--- config.mk ---
export PLATFORM = sky130hd
export DESIGN_NAME = latest_frame_slot_manager_unit
export DESIGN_NICKNAME = d
export VERILOG_FILES = /design/src/hdl/lfsm_pkg.sv /design/src/hdl/lfsm_ram.sv /design/src/hdl/lfsm_ctrl.sv /design/src/hdl/latest_frame_slot_manager_unit.sv
export VERILOG_INCLUDE_DIRS = /design/src /design/src/hdl
export SDC_FILE = /design/constraint.sdc
export NUM_CORES = 2
export LEC_CHECK = 0
export BUFFER_PORTS_ARGS = -buffer_cell sky130_fd_sc_hd__buf_2
export CAP_MARGIN = 5
export CORE_ASPECT_RATIO = 1.2
export CORE_MARGIN = 3
export CORE_UTILIZATION = 57
export CTS_CLUSTER_DIAMETER = 50
export DETAILED_ROUTE_END_ITERATION = 10
export PLACE_DENSITY = 0.75
export SLEW_MARGIN = 5
export SYNTH_ARGS = -nofsm -noshare
export SYNTH_HDL_FRONTEND = slang
export SYNTH_SLANG_ARGS = --single-unit
export TNS_END_PERCENT = 30
--- constraint.sdc ---
create_clock -name clk_i -period 30.9 [get_ports clk_i]
set_input_delay 3.09 -clock clk_i [delete_from_list [all_inputs] [get_ports clk_i]]
set_output_delay 3.09 -clock clk_i [all_outputs]
set_load 0.005 [all_outputs]
--- src/hdl/latest_frame_slot_manager_unit_macros.svh ---
// Assertion macros for the slot manager RTL.
// Depends on nothing; included by modules that carry assertions.
`ifndef LATEST_FRAME_SLOT_MANAGER_UNIT_MACROS_SVH
`define LATEST_FRAME_SLOT_MANAGER_UNIT_MACROS_SVH
// Implication checked on every clock edge outside reset.
`define LFSM_ASSERT_IMPL(label, ante, cons) \
  label: assert property (@(posedge clk_i) disable iff (!rst_ni) (ante) |-> (cons)) \
    else $error("assertion failed");
// Next-cycle implication checked outside reset.
`define LFSM_ASSERT_NEXT(label, ante, cons) \
  label: assert property (@(posedge clk_i) disable iff (!rst_ni) (ante) |=> (cons)) \
    else $error("assertion failed");
`endif

--- src/hdl/lfsm_pkg.sv ---
// Package for the latest-frame slot manager: sizes, codes, record types, a saturating increment.
// Depends on nothing.
`default_nettype none
package lfsm_pkg;
  localparam int NumSlots     = 4;
  localparam int MaxConsumers = 8;
  localparam int SeqBits      = 48;
  localparam int SlotW        = $clog2(NumSlots);
  localparam int CidW         = $clog2(MaxConsumers);
  localparam int CntW         = $clog2(NumSlots + 1);
  localparam logic [31:0] ResetCapacity = 32'd1048576;
  localparam logic [3:0]  HoldMax       = 4'd15;

  localparam logic [1:0] ReqPublish = 2'd0;
  localparam logic [1:0] ReqAcquire = 2'd1;
  localparam logic [1:0] ReqRelease = 2'd2;
  localparam logic [1:0] ReqStop    = 2'd3;

  localparam logic [2:0] StOk      = 3'd0;
  localparam logic [2:0] StDropped = 3'd1;
  localparam logic [2:0] StTooBig  = 3'd2;
  localparam logic [2:0] StStopped = 3'd3;
  localparam logic [2:0] StBadCons = 3'd4;
  localparam logic [2:0] StNoNew   = 3'd5;

  localparam logic CfgNumConsumers = 1'b0;
  localparam logic CfgFrameCap     = 1'b1;

  // Per-slot record held in the slot memory.
  typedef struct packed {
    logic [SeqBits-1:0] seq;
    logic [31:0]        len;
    logic [63:0]        tstamp;
  } slot_rec_t;

  // Per-consumer record held in the consumer memory.
  typedef struct packed {
    logic [SeqBits-1:0] cursor;
    logic [31:0]        skips;
  } cons_rec_t;

  // Read/write request from the controller to one memory.
  typedef struct packed {
    logic                re;
    logic                we;
    logic [CidW-1:0]     addr;
  } mem_ctl_t;

  function automatic logic [31:0] sat_inc(input logic [31:0] a);
    return (a == '1) ? a : a + 32'd1;
  endfunction
endpackage
`default_nettype wire

--- src/hdl/lfsm_ram.sv ---
// Generic single-port synchronous RAM with registered read data.
// Depends on nothing.
`default_nettype none
module lfsm_ram #(
  parameter int Width = 8,
  parameter int Depth = 4
) (
  input  wire logic                     clk_i,
  input  wire logic                     we_i,
  input  wire logic                     re_i,
  input  wire logic [$clog2(Depth)-1:0] addr_i,
  input  wire logic [Width-1:0]         wdata_i,
  output logic      [Width-1:0]         rdata_o
);
  logic [Width-1:0] mem_q [Depth];
  always_ff @(posedge clk_i) begin
    if (we_i) begin
      mem_q[addr_i] <= wdata_i;
    end
    if (re_i) begin
      rdata_o <= mem_q[addr_i];
    end
  end
endmodule
`default_nettype wire

--- src/hdl/lfsm_ctrl.sv ---
// Request sequencer: holds slot bookkeeping in flip-flops and drives the
// slot and consumer memories. Depends on lfsm_pkg and the macros header.
`default_nettype none
`include "latest_frame_slot_manager_unit_macros.svh"
module lfsm_ctrl (
  input  wire logic                          clk_i,
  input  wire logic                          rst_ni,
  input  wire logic                          req_valid_i,
  output logic                               req_ready_o,
  input  wire logic [1:0]                    req_type_i,
  input  wire logic [2:0]                    consumer_id_i,
  input  wire logic [1:0]                    slot_id_i,
  input  wire logic [31:0]                   byte_count_i,
  input  wire logic [63:0]                   timestamp_i,
  input  wire logic [3:0]                    num_consumers_i,
  input  wire logic [31:0]                   frame_capacity_i,
  output lfsm_pkg::mem_ctl_t                 slot_ctl_o,
  output lfsm_pkg::slot_rec_t                slot_wdata_o,
  input  wire lfsm_pkg::slot_rec_t           slot_rdata_i,
  output lfsm_pkg::mem_ctl_t                 cons_ctl_o,
  output lfsm_pkg::cons_rec_t                cons_wdata_o,
  input  wire lfsm_pkg::cons_rec_t           cons_rdata_i,
  output logic                               res_valid_o,
  input  wire logic                          res_ready_i,
  output logic [250:0]                       res_data_o
);
  import lfsm_pkg::*;

  localparam logic [1:0] SIdle = 2'd0;
  localparam logic [1:0] SRead = 2'd1;
  localparam logic [1:0] SOut  = 2'd2;

  logic [1:0] state_q, state_d;
  logic [1:0] req_q;
  logic [CidW-1:0] cid_q;
  logic [1:0] sid_q;
  logic [31:0] bytes_q;
  logic [63:0] ts_q;
  logic [3:0] hold_q [NumSlots];
  logic [3:0] hold_d [NumSlots];
  logic newest_valid_q, newest_valid_d;
  logic [SlotW-1:0] newest_slot_q, newest_slot_d;
  logic [SeqBits-1:0] newest_seq_q, newest_seq_d, seq_q, seq_d;
  logic [CntW-1:0] inuse_q, inuse_d, peak_q, peak_d;
  logic running_q, running_d;
  logic [31:0] drops_q, drops_d, pubs_q, pubs_d;
  logic [NumSlots-1:0] slot_init_q, slot_init_d;
  logic res_valid_q;
  logic [250:0] res_q, res_d;

  logic [2:0] status;
  logic [SlotW-1:0] gslot;
  logic [SeqBits-1:0] fseq;
  logic [31:0] flen, skips_out;
  logic [63:0] ftime;
  logic free_found;
  logic [SlotW-1:0] free_slot;
  logic [3:0] ncap;
  logic bad_cid;
  logic [SeqBits-1:0] diff;
  logic [31:0] skips_new;

  assign req_ready_o = (state_q == SIdle) && !res_valid_q;
  assign res_valid_o = res_valid_q;
  assign res_data_o  = res_q;

  always_comb begin
    free_found = 1'b0;
    free_slot  = '0;
    for (int i = NumSlots - 1; i >= 0; i--) begin
      if (hold_q[i] == 4'd0 && !(newest_valid_q && newest_slot_q == SlotW'(i))) begin
        free_found = 1'b1;
        free_slot  = SlotW'(i);
      end
    end
  end

  assign ncap    = (num_consumers_i > 4'(MaxConsumers)) ? 4'(MaxConsumers) : num_consumers_i;
  assign bad_cid = {1'b0, cid_q} >= ncap;
  assign diff    = newest_seq_q - cons_rdata_i.cursor - SeqBits'(1);
  always_comb begin
    logic [SeqBits:0] s;
    s = {1'b0, diff} + {{(SeqBits-31){1'b0}}, cons_rdata_i.skips};
    skips_new = (s > (SeqBits+1)'(32'hFFFF_FFFF)) ? 32'hFFFF_FFFF : s[31:0];
  end

  // The slot record and cursor reads are issued in the same cycle as acceptance.
  always_comb begin
    slot_ctl_o   = '0;
    cons_ctl_o   = '0;
    slot_wdata_o = '{seq: seq_q + SeqBits'(1), len: bytes_q, tstamp: ts_q};
    cons_wdata_o = '{cursor: newest_seq_q, skips: skips_new};
    if (state_q == SIdle && req_valid_i && req_ready_o) begin
      cons_ctl_o.re   = 1'b1;
      cons_ctl_o.addr = consumer_id_i;
      slot_ctl_o.re   = 1'b1;
      slot_ctl_o.addr = CidW'(newest_slot_q);
    end
    if (state_q == SRead) begin
      cons_ctl_o.addr = cid_q;
      slot_ctl_o.addr = CidW'(free_slot);
    end
    state_d        = state_q;
    hold_d         = hold_q;
    newest_valid_d = newest_valid_q;
    newest_slot_d  = newest_slot_q;
    newest_seq_d   = newest_seq_q;
    seq_d          = seq_q;
    inuse_d        = inuse_q;
    peak_d         = peak_q;
    running_d      = running_q;
    drops_d        = drops_q;
    pubs_d         = pubs_q;
    slot_init_d    = slot_init_q;
    status = StOk; gslot = '0; fseq = '0; flen = '0; ftime = '0;
    skips_out = '0;
    res_d  = res_q;
    case (state_q)
      SIdle: begin
        if (req_valid_i && req_ready_o) begin
          state_d = SRead;
        end
      end
      SRead: begin
        state_d = SOut;
        case (req_q)
          ReqPublish: begin
            if (!running_q) begin
              status = StStopped;
            end else if (!free_found) begin
              status  = StDropped;
              drops_d = sat_inc(drops_q);
            end else if (bytes_q > frame_capacity_i) begin
              status = StTooBig;
            end else begin
              slot_ctl_o.we = 1'b1;
              slot_init_d[free_slot] = 1'b1;
              inuse_d = inuse_q + CntW'(1);
              if (inuse_d > peak_q) peak_d = inuse_d;
              seq_d = seq_q + SeqBits'(1);
              if (newest_valid_q && hold_q[newest_slot_q] == 4'd0)
                inuse_d = inuse_d - CntW'(1);
              newest_valid_d = 1'b1;
              newest_slot_d  = free_slot;
              newest_seq_d   = seq_d;
              pubs_d = sat_inc(pubs_q);
              gslot  = free_slot;
              fseq   = seq_d;
            end
          end
          ReqAcquire: begin
            if (bad_cid) begin
              status = StBadCons;
            end else if (!running_q) begin
              status = StStopped;
            end else if (!newest_valid_q || newest_seq_q <= cons_rdata_i.cursor) begin
              status = StNoNew;
            end else begin
              if (hold_q[newest_slot_q] < HoldMax)
                hold_d[newest_slot_q] = hold_q[newest_slot_q] + 4'd1;
              cons_ctl_o.we = 1'b1;
              gslot = newest_slot_q;
              fseq  = newest_seq_q;
              flen  = slot_init_q[newest_slot_q] ? slot_rdata_i.len : ResetCapacity;
              ftime = slot_init_q[newest_slot_q] ? slot_rdata_i.tstamp : 64'd0;
            end
          end
          ReqRelease: begin
            if (hold_q[sid_q] != 4'd0) begin
              hold_d[sid_q] = hold_q[sid_q] - 4'd1;
              if (hold_d[sid_q] == 4'd0 &&
                  !(newest_valid_q && newest_slot_q == sid_q) && inuse_q != '0)
                inuse_d = inuse_q - CntW'(1);
            end
          end
          default: running_d = 1'b0;
        endcase
        skips_out = (cons_ctl_o.we) ? skips_new : cons_rdata_i.skips;
        res_d = {pubs_d, skips_out, drops_d, peak_d, inuse_d, ftime, flen, fseq, gslot, status};
      end
      SOut: begin
        state_d = SIdle;
      end
      default: begin
        state_d = SIdle;
      end
    endcase
  end

  always_ff @(posedge clk_i or negedge rst_ni) begin
    if (!rst_ni) begin
      state_q <= SIdle;
      for (int i = 0; i < NumSlots; i++) hold_q[i] <= 4'd0;
      newest_valid_q <= 1'b0;
      newest_slot_q  <= '0;
      newest_seq_q   <= '0;
      seq_q          <= '0;
      inuse_q        <= '0;
      peak_q         <= '0;
      running_q      <= 1'b1;
      drops_q        <= '0;
      pubs_q         <= '0;
      slot_init_q    <= '0;
      res_valid_q    <= 1'b0;
    end else begin
      state_q        <= state_d;
      hold_q         <= hold_d;
      newest_valid_q <= newest_valid_d;
      newest_slot_q  <= newest_slot_d;
      newest_seq_q   <= newest_seq_d;
      seq_q          <= seq_d;
      inuse_q        <= inuse_d;
      peak_q         <= peak_d;
      running_q      <= running_d;
      drops_q        <= drops_d;
      pubs_q         <= pubs_d;
      slot_init_q    <= slot_init_d;
      if (state_q == SRead) res_valid_q <= 1'b1;
      else if (res_ready_i) res_valid_q <= 1'b0;
    end
  end

  always_ff @(posedge clk_i) begin
    if (req_valid_i && req_ready_o) begin
      req_q   <= req_type_i;
      cid_q   <= consumer_id_i;
      sid_q   <= slot_id_i;
      bytes_q <= byte_count_i;
      ts_q    <= timestamp_i;
    end
    res_q <= res_d;
  end

  `LFSM_ASSERT_IMPL(a_peak_ge_inuse, 1'b1, peak_q >= inuse_q)
  `LFSM_ASSERT_NEXT(a_read_then_out, state_q == SRead, res_valid_q)
  `LFSM_ASSERT_IMPL(a_no_accept_busy, res_valid_q, !req_ready_o)
endmodule
`default_nettype wire

--- src/hdl/latest_frame_slot_manager_unit.sv ---
// Latest-frame slot manager. Each request is accepted, then passes through a
// memory read state and a result state; the next request is taken once the
// result transfer has completed, so a wait on m_axis_tready also holds off the
// next request. The slot and consumer memories have registered read data.
// Slot records are read before being written, and slots never written read
// back as length 1048576 and time zero.
`default_nettype none
module latest_frame_slot_manager_unit (
  input  wire logic         clk_i,
  input  wire logic         rst_ni,
  input  wire logic         s_axis_tvalid,
  output logic              s_axis_tready,
  // tdata: req_type[1:0], consumer_id[4:2], slot_id[6:5], byte_count[38:7],
  // timestamp[102:39], zero pad to 104 bits.
  input  wire logic [103:0] s_axis_tdata,
  output logic              m_axis_tvalid,
  input  wire logic         m_axis_tready,
  // tdata: status, granted_slot, frame_seq, frame_length, frame_time,
  // slots_in_use, peak_slots_in_use, drop_count, consumer_skip_count,
  // publish_count, zero pad to 256 bits.
  output logic [255:0]      m_axis_tdata,
  input  wire logic         cfg_valid_i,
  output logic              cfg_ready_o,
  input  wire logic         cfg_index_i,
  input  wire logic [31:0]  cfg_data_i
);
  import lfsm_pkg::*;

  logic [3:0]  num_cons_q;
  logic [31:0] cap_q;
  mem_ctl_t slot_ctl, cons_ctl;
  slot_rec_t slot_wd, slot_rd;
  cons_rec_t cons_wd, cons_rd;
  logic [250:0] res;
  logic cons_init_q [MaxConsumers];
  cons_rec_t cons_raw;
  logic cons_rd_ok_q;

  assign cfg_ready_o = 1'b1;
  always_ff @(posedge clk_i or negedge rst_ni) begin
    if (!rst_ni) begin
      num_cons_q <= 4'd1;
      cap_q      <= ResetCapacity;
      for (int i = 0; i < MaxConsumers; i++) cons_init_q[i] <= 1'b0;
      cons_rd_ok_q <= 1'b0;
    end else begin
      if (cfg_valid_i) begin
        case (cfg_index_i)
          CfgNumConsumers: num_cons_q <= cfg_data_i[3:0];
          default:         cap_q      <= cfg_data_i;
        endcase
      end
      if (cons_ctl.we) cons_init_q[cons_ctl.addr] <= 1'b1;
      if (cons_ctl.re) cons_rd_ok_q <= cons_init_q[cons_ctl.addr];
    end
  end
  assign cons_rd = cons_rd_ok_q ? cons_raw : '0;

  lfsm_ram #(.Width($bits(slot_rec_t)), .Depth(NumSlots)) u_slot_ram (
    .clk_i, .we_i(slot_ctl.we), .re_i(slot_ctl.re),
    .addr_i(slot_ctl.addr[SlotW-1:0]), .wdata_i(slot_wd), .rdata_o(slot_rd));
  lfsm_ram #(.Width($bits(cons_rec_t)), .Depth(MaxConsumers)) u_cons_ram (
    .clk_i, .we_i(cons_ctl.we), .re_i(cons_ctl.re),
    .addr_i(cons_ctl.addr), .wdata_i(cons_wd), .rdata_o(cons_raw));

  lfsm_ctrl u_ctrl (
    .clk_i, .rst_ni,
    .req_valid_i(s_axis_tvalid), .req_ready_o(s_axis_tready),
    .req_type_i(s_axis_tdata[1:0]), .consumer_id_i(s_axis_tdata[4:2]),
    .slot_id_i(s_axis_tdata[6:5]), .byte_count_i(s_axis_tdata[38:7]),
    .timestamp_i(s_axis_tdata[102:39]),
    .num_consumers_i(num_cons_q), .frame_capacity_i(cap_q),
    .slot_ctl_o(slot_ctl), .slot_wdata_o(slot_wd), .slot_rdata_i(slot_rd),
    .cons_ctl_o(cons_ctl), .cons_wdata_o(cons_wd), .cons_rdata_i(cons_rd),
    .res_valid_o(m_axis_tvalid), .res_ready_i(m_axis_tready), .res_data_o(res));

  assign m_axis_tdata = {5'b00000, res};
endmodule
`default_nettype wire
==> metrics.yaml <==
ys.flop_type: "edfxtp_1"
met3_length_um: 16540
dpl.hpwl_um: 115900
clock_power_share: 0.315
critPathTopFamily: "compound AO/OA/AOI/OAI gates"
fill_cells: 8976
vdd_ir_drop_max_v: 0.0001090
route.layer.met1.wl_um: 72820
hold_buffers: 0
vias: 47200
place_congestion: 0.9428
post-cts-setup-buffers: 0
fmax_mhz: 115.7
period_share: 0.2797
final.min_clock_period_ns: 8.644
status: "finished, final reports clean"
grt_pass1_wl_um: 281100
area_delta_synth_final_pct: 12.51
cts_buffers: 167
path_max_fanout: 57
setup_viol: 0
p_comb_frac: 0.232
cts.sinks: 1744
synth.yosys.seq_area_share: 0.7009
dr.pass1.iters: 6
p_per_area_mw_per_mm2: 78.44
synth.distinct_cells: 91
critPathLaunchType: "flop"
initial_core_util: 0.5768
cp_num_buf_inv: 2
grtUsageTotal: 0.2800
pin_count: 401
p_leak_nw: 30.28
tns_ns: 0
path_class: "reg -> reg"
antenna_found_initial: 21
timing.hold.ws_ns: 0.4664
clk_pin_slew_ns: 0.06
finalHoldViolCount: 0
viasPerCell: 6.231
drive_gt1_frac: 0.1443
htreeDepth: 4
dp_cells: 7246
num_rows: 143
regArea_mm2: 0.05142
fp.dieArea_mm2: 0.1331
p_switching_mw: 2.041
ys_ff_latch: 1744
die_h_um: 399.0
worst_pin_slew_ns: 1.138
synth_warnings: 0
nNetsFinal: 6021
cp-end-kind: "flop"
multi_input_area_mm2: 0.02057
clk_latency_ns: 0.81
async_flop_share: 0.1089
seqPwrFrac: 0.453
drv_cap: 0
rsz0062_at_grt: "false"
first_iter_violations: 4856
max-clock-path-buffers: 3
slew_headroom: 0.2403
grt_pass1_vias: 46050
wl_met2_um: 92240
critPathSlowestCell: "dfrtp_2"
io_buffers: 393
worstHoldPathType: "reg -> reg"
synth_area_mm2: 0.07337
crit_chain: "buf_4 > nand2_1 > ha_1 > a21oi_1 > o21ai_0 > a21oi_1 > and2_1 > o21bai_1 > a21o_1 > xor2_1 > ha_1 > and3_1 > nand4_1 > nor4_1 > o21ai_0 > nor3b_1 > a211oi_1 > and3_1 > and3_1 > a21oi_1 > o31a_1 > nor4_4 > buf_4 > a31oi_1"
wirelength_um: 188900
max_stage_delay_ns: 0.87
syn_area_per_cell_um2: 13.49
clock-root-buffer: "clkbuf_16"
post_drt_wl_per_cell_um: 24.94
report.final.slew_viol_count: 0
arrival_ns: 9.06
cp.required_ns: 31.32
routed.top_layer: "met5"
die_w_um: 333.5
grt_max_degree: 200
cts_tree: "built"
synthCells: 5438
drc_errors: 0
core_area_mm2: 0.1272
drtAntennaViolNets: 0
final_cells: 7575
p_int_mw: 4.434
netSwitchingFraction: 0.3152
skew_ns: 0.04462
cts_resized: 0
grt-ovfl-total: 0
synth_edf_count: 1554
[layer usage]
layer / track usage / vias to the layer above
met2: 0.4624 / 2161
met1: 0.3640 / 23460
li1: - / 21160
met4: 0.1181 / 10
met5: 0 / -
met3: 0.05837 / 403
[Yosys cell counts (11+ instances only)]
master    count  area (µm²)
mux2_2       45       506.7
xor2_1      139        1217
a31oi_1     188        1176
a211oi_1    177        1329
nand3_1     111       555.5
nand2_1     736        2763
o21a_1       21       157.7
and2_1      138       863.3
xnor2_1     117        1025
clkbuf_1    264       991.0
a21o_1       44       330.3
or3_1        18       112.6
a21oi_1     411        2057
nand4_1      72       450.4
nand2b_1     48       300.3
and4_1       13       113.9
a221o_1      62       620.6
o21bai_1     13       97.59
a22oi_1      59       442.9
nor2_1      164       615.6
buf_2        23       115.1
or2_2        16       100.1
inv_1        96       360.4
a221oi_1     11       96.34
buf_1        23       86.33
dfrtp_1     187        4679
nor2b_1      16       100.1
edfxtp_1   1554       46660
nor4_1       43       269.0
nor3_1       70       350.3
ha_1        129        1614
and3_1      153       957.2
o21ai_0      96       480.5
[path summary, 6_finish.rpt]
check	startpoint	to	slack, ns	depth (start not counted)
setup / recovery	cons_rd_ok_q	u_ctrl.res_data_o[187]	22.26	24
hold / removal	cons_init_q[3]	cons_init_q[3]	0.47	1
setup reg to reg	cons_rd_ok_q	u_ctrl.res_data_o[187]	22.26	24
hold reg to reg	cons_init_q[3]	cons_init_q[3]	0.47	1
max in group asynchronous	rst_ni	cons_rd_ok_q	26.40	3
min in group asynchronous	rst_ni	u_ctrl.drops_q[17]	2.26	1
[cell usage in the layout, fill, tap and decap left out, types with 43 or more instances in the layout]
cell type  count
nor3_1        60
nor2_1       160
xnor2_1      117
and2_1       136
nand2b_1      47
a221o_1       62
edfxtp_1    1554
a21o_1        43
dfrtp_1      186
inv_1         96
a22oi_1       55
a211oi_1     177
a31oi_1      188
clkbuf_16    168
and3_1       145
mux2_2        45
nand2_1      735
nand4_1       72
nand3_1      111
buf_2        392
xor2_1       139
nor4_1        43
ha_1         129
o21ai_0       92
buf_4         58
a21oi_1      410
[worst reg2reg max path, delay by kind of cell, from the launching register on]
| kind | cells | cell delay, ns |
|---|---|---|
| xor gates and xnor gates | 1 | 0.19 |
| adders and majority gates | 2 | 0.78 |
| DFF | 1 | 0.87 |
| buffers and inverters | 2 | 1.16 |
| and+or+nand+nor | 9 | 2.20 |
| AOI/OAI and AO/OA | 10 | 3.07 |
[per-stage QoR]
stage | power [mW] | util | area [µm²] | setup WS [ns]
floorplan | 3.917 | - | 73390 | 13.67
global placement | 4.444 | 0.6052 | 76990 | 22.45
detailed placement | 4.464 | 0.6052 | 76990 | 22.36
CTS | 6.488 | 0.6486 | 82510 | 22.37
finish | 6.475 | 0.6489 | 82550 | 22.26
global route | 6.717 | 0.6488 | 82530 | 21.71
[power by group through the flow]
stage                     clock network, mW  registers, mW  logic [mW]
after floorplan                           0           2.99       0.923
after global placement                    0           2.97        1.47
after detailed placement                  0           2.98        1.49
after CTS                              2.06           2.93        1.49
after global routing                   2.15           2.95        1.62
final                                  2.04           2.93        1.50
[registers in the layout, indices dropped and copies added (netlist names), 4 cells and up]
register             flops
u_slot_ram.rdata_o      96
u_ctrl.bytes_q          32
num_cons_q               4
u_cons_ram.rdata_o      80
u_ctrl.ts_q             64
cap_q                   32
u_ctrl.drops_q          32
u_ctrl.newest_seq_q     48
u_ctrl.pubs_q           32
u_cons_ram.mem_q       640
u_ctrl.slot_init_q       4
u_ctrl.res_data_o      251
u_slot_ram.mem_q       384
cons_init_q              8
u_ctrl.hold_q           16
[cell families after synthesis]
kind of cell / Yosys count / synth area share
flip-flops: 1744 / 0.7009
adder cells (fa/ha/maj): 131 / 0.02254
other: 2 / 0.0001024
multiplexers: 64 / 0.01103
AO/OA/AOI/OAI: 1188 / 0.1053
buffers and inverters: 417 / 0.02229
XOR/XNOR: 258 / 0.03100
AND/OR/NAND/NOR: 1634 / 0.1069
[area by class of cell]
type / instances / area share
Multi-Input combinational cell: 3281 / 0.2492
Clock buffer: 204 / 0.05305
Timing Repair Buffer: 457 / 0.03068
Tap cell: 1667 / 0.02527
Antenna cell: 16 / 0.0004850
Inverter: 97 / 0.004502
Clock inverter: 109 / 0.01387
Sequential cell: 1744 / 0.6229
(Power assumes the default switching activity.)
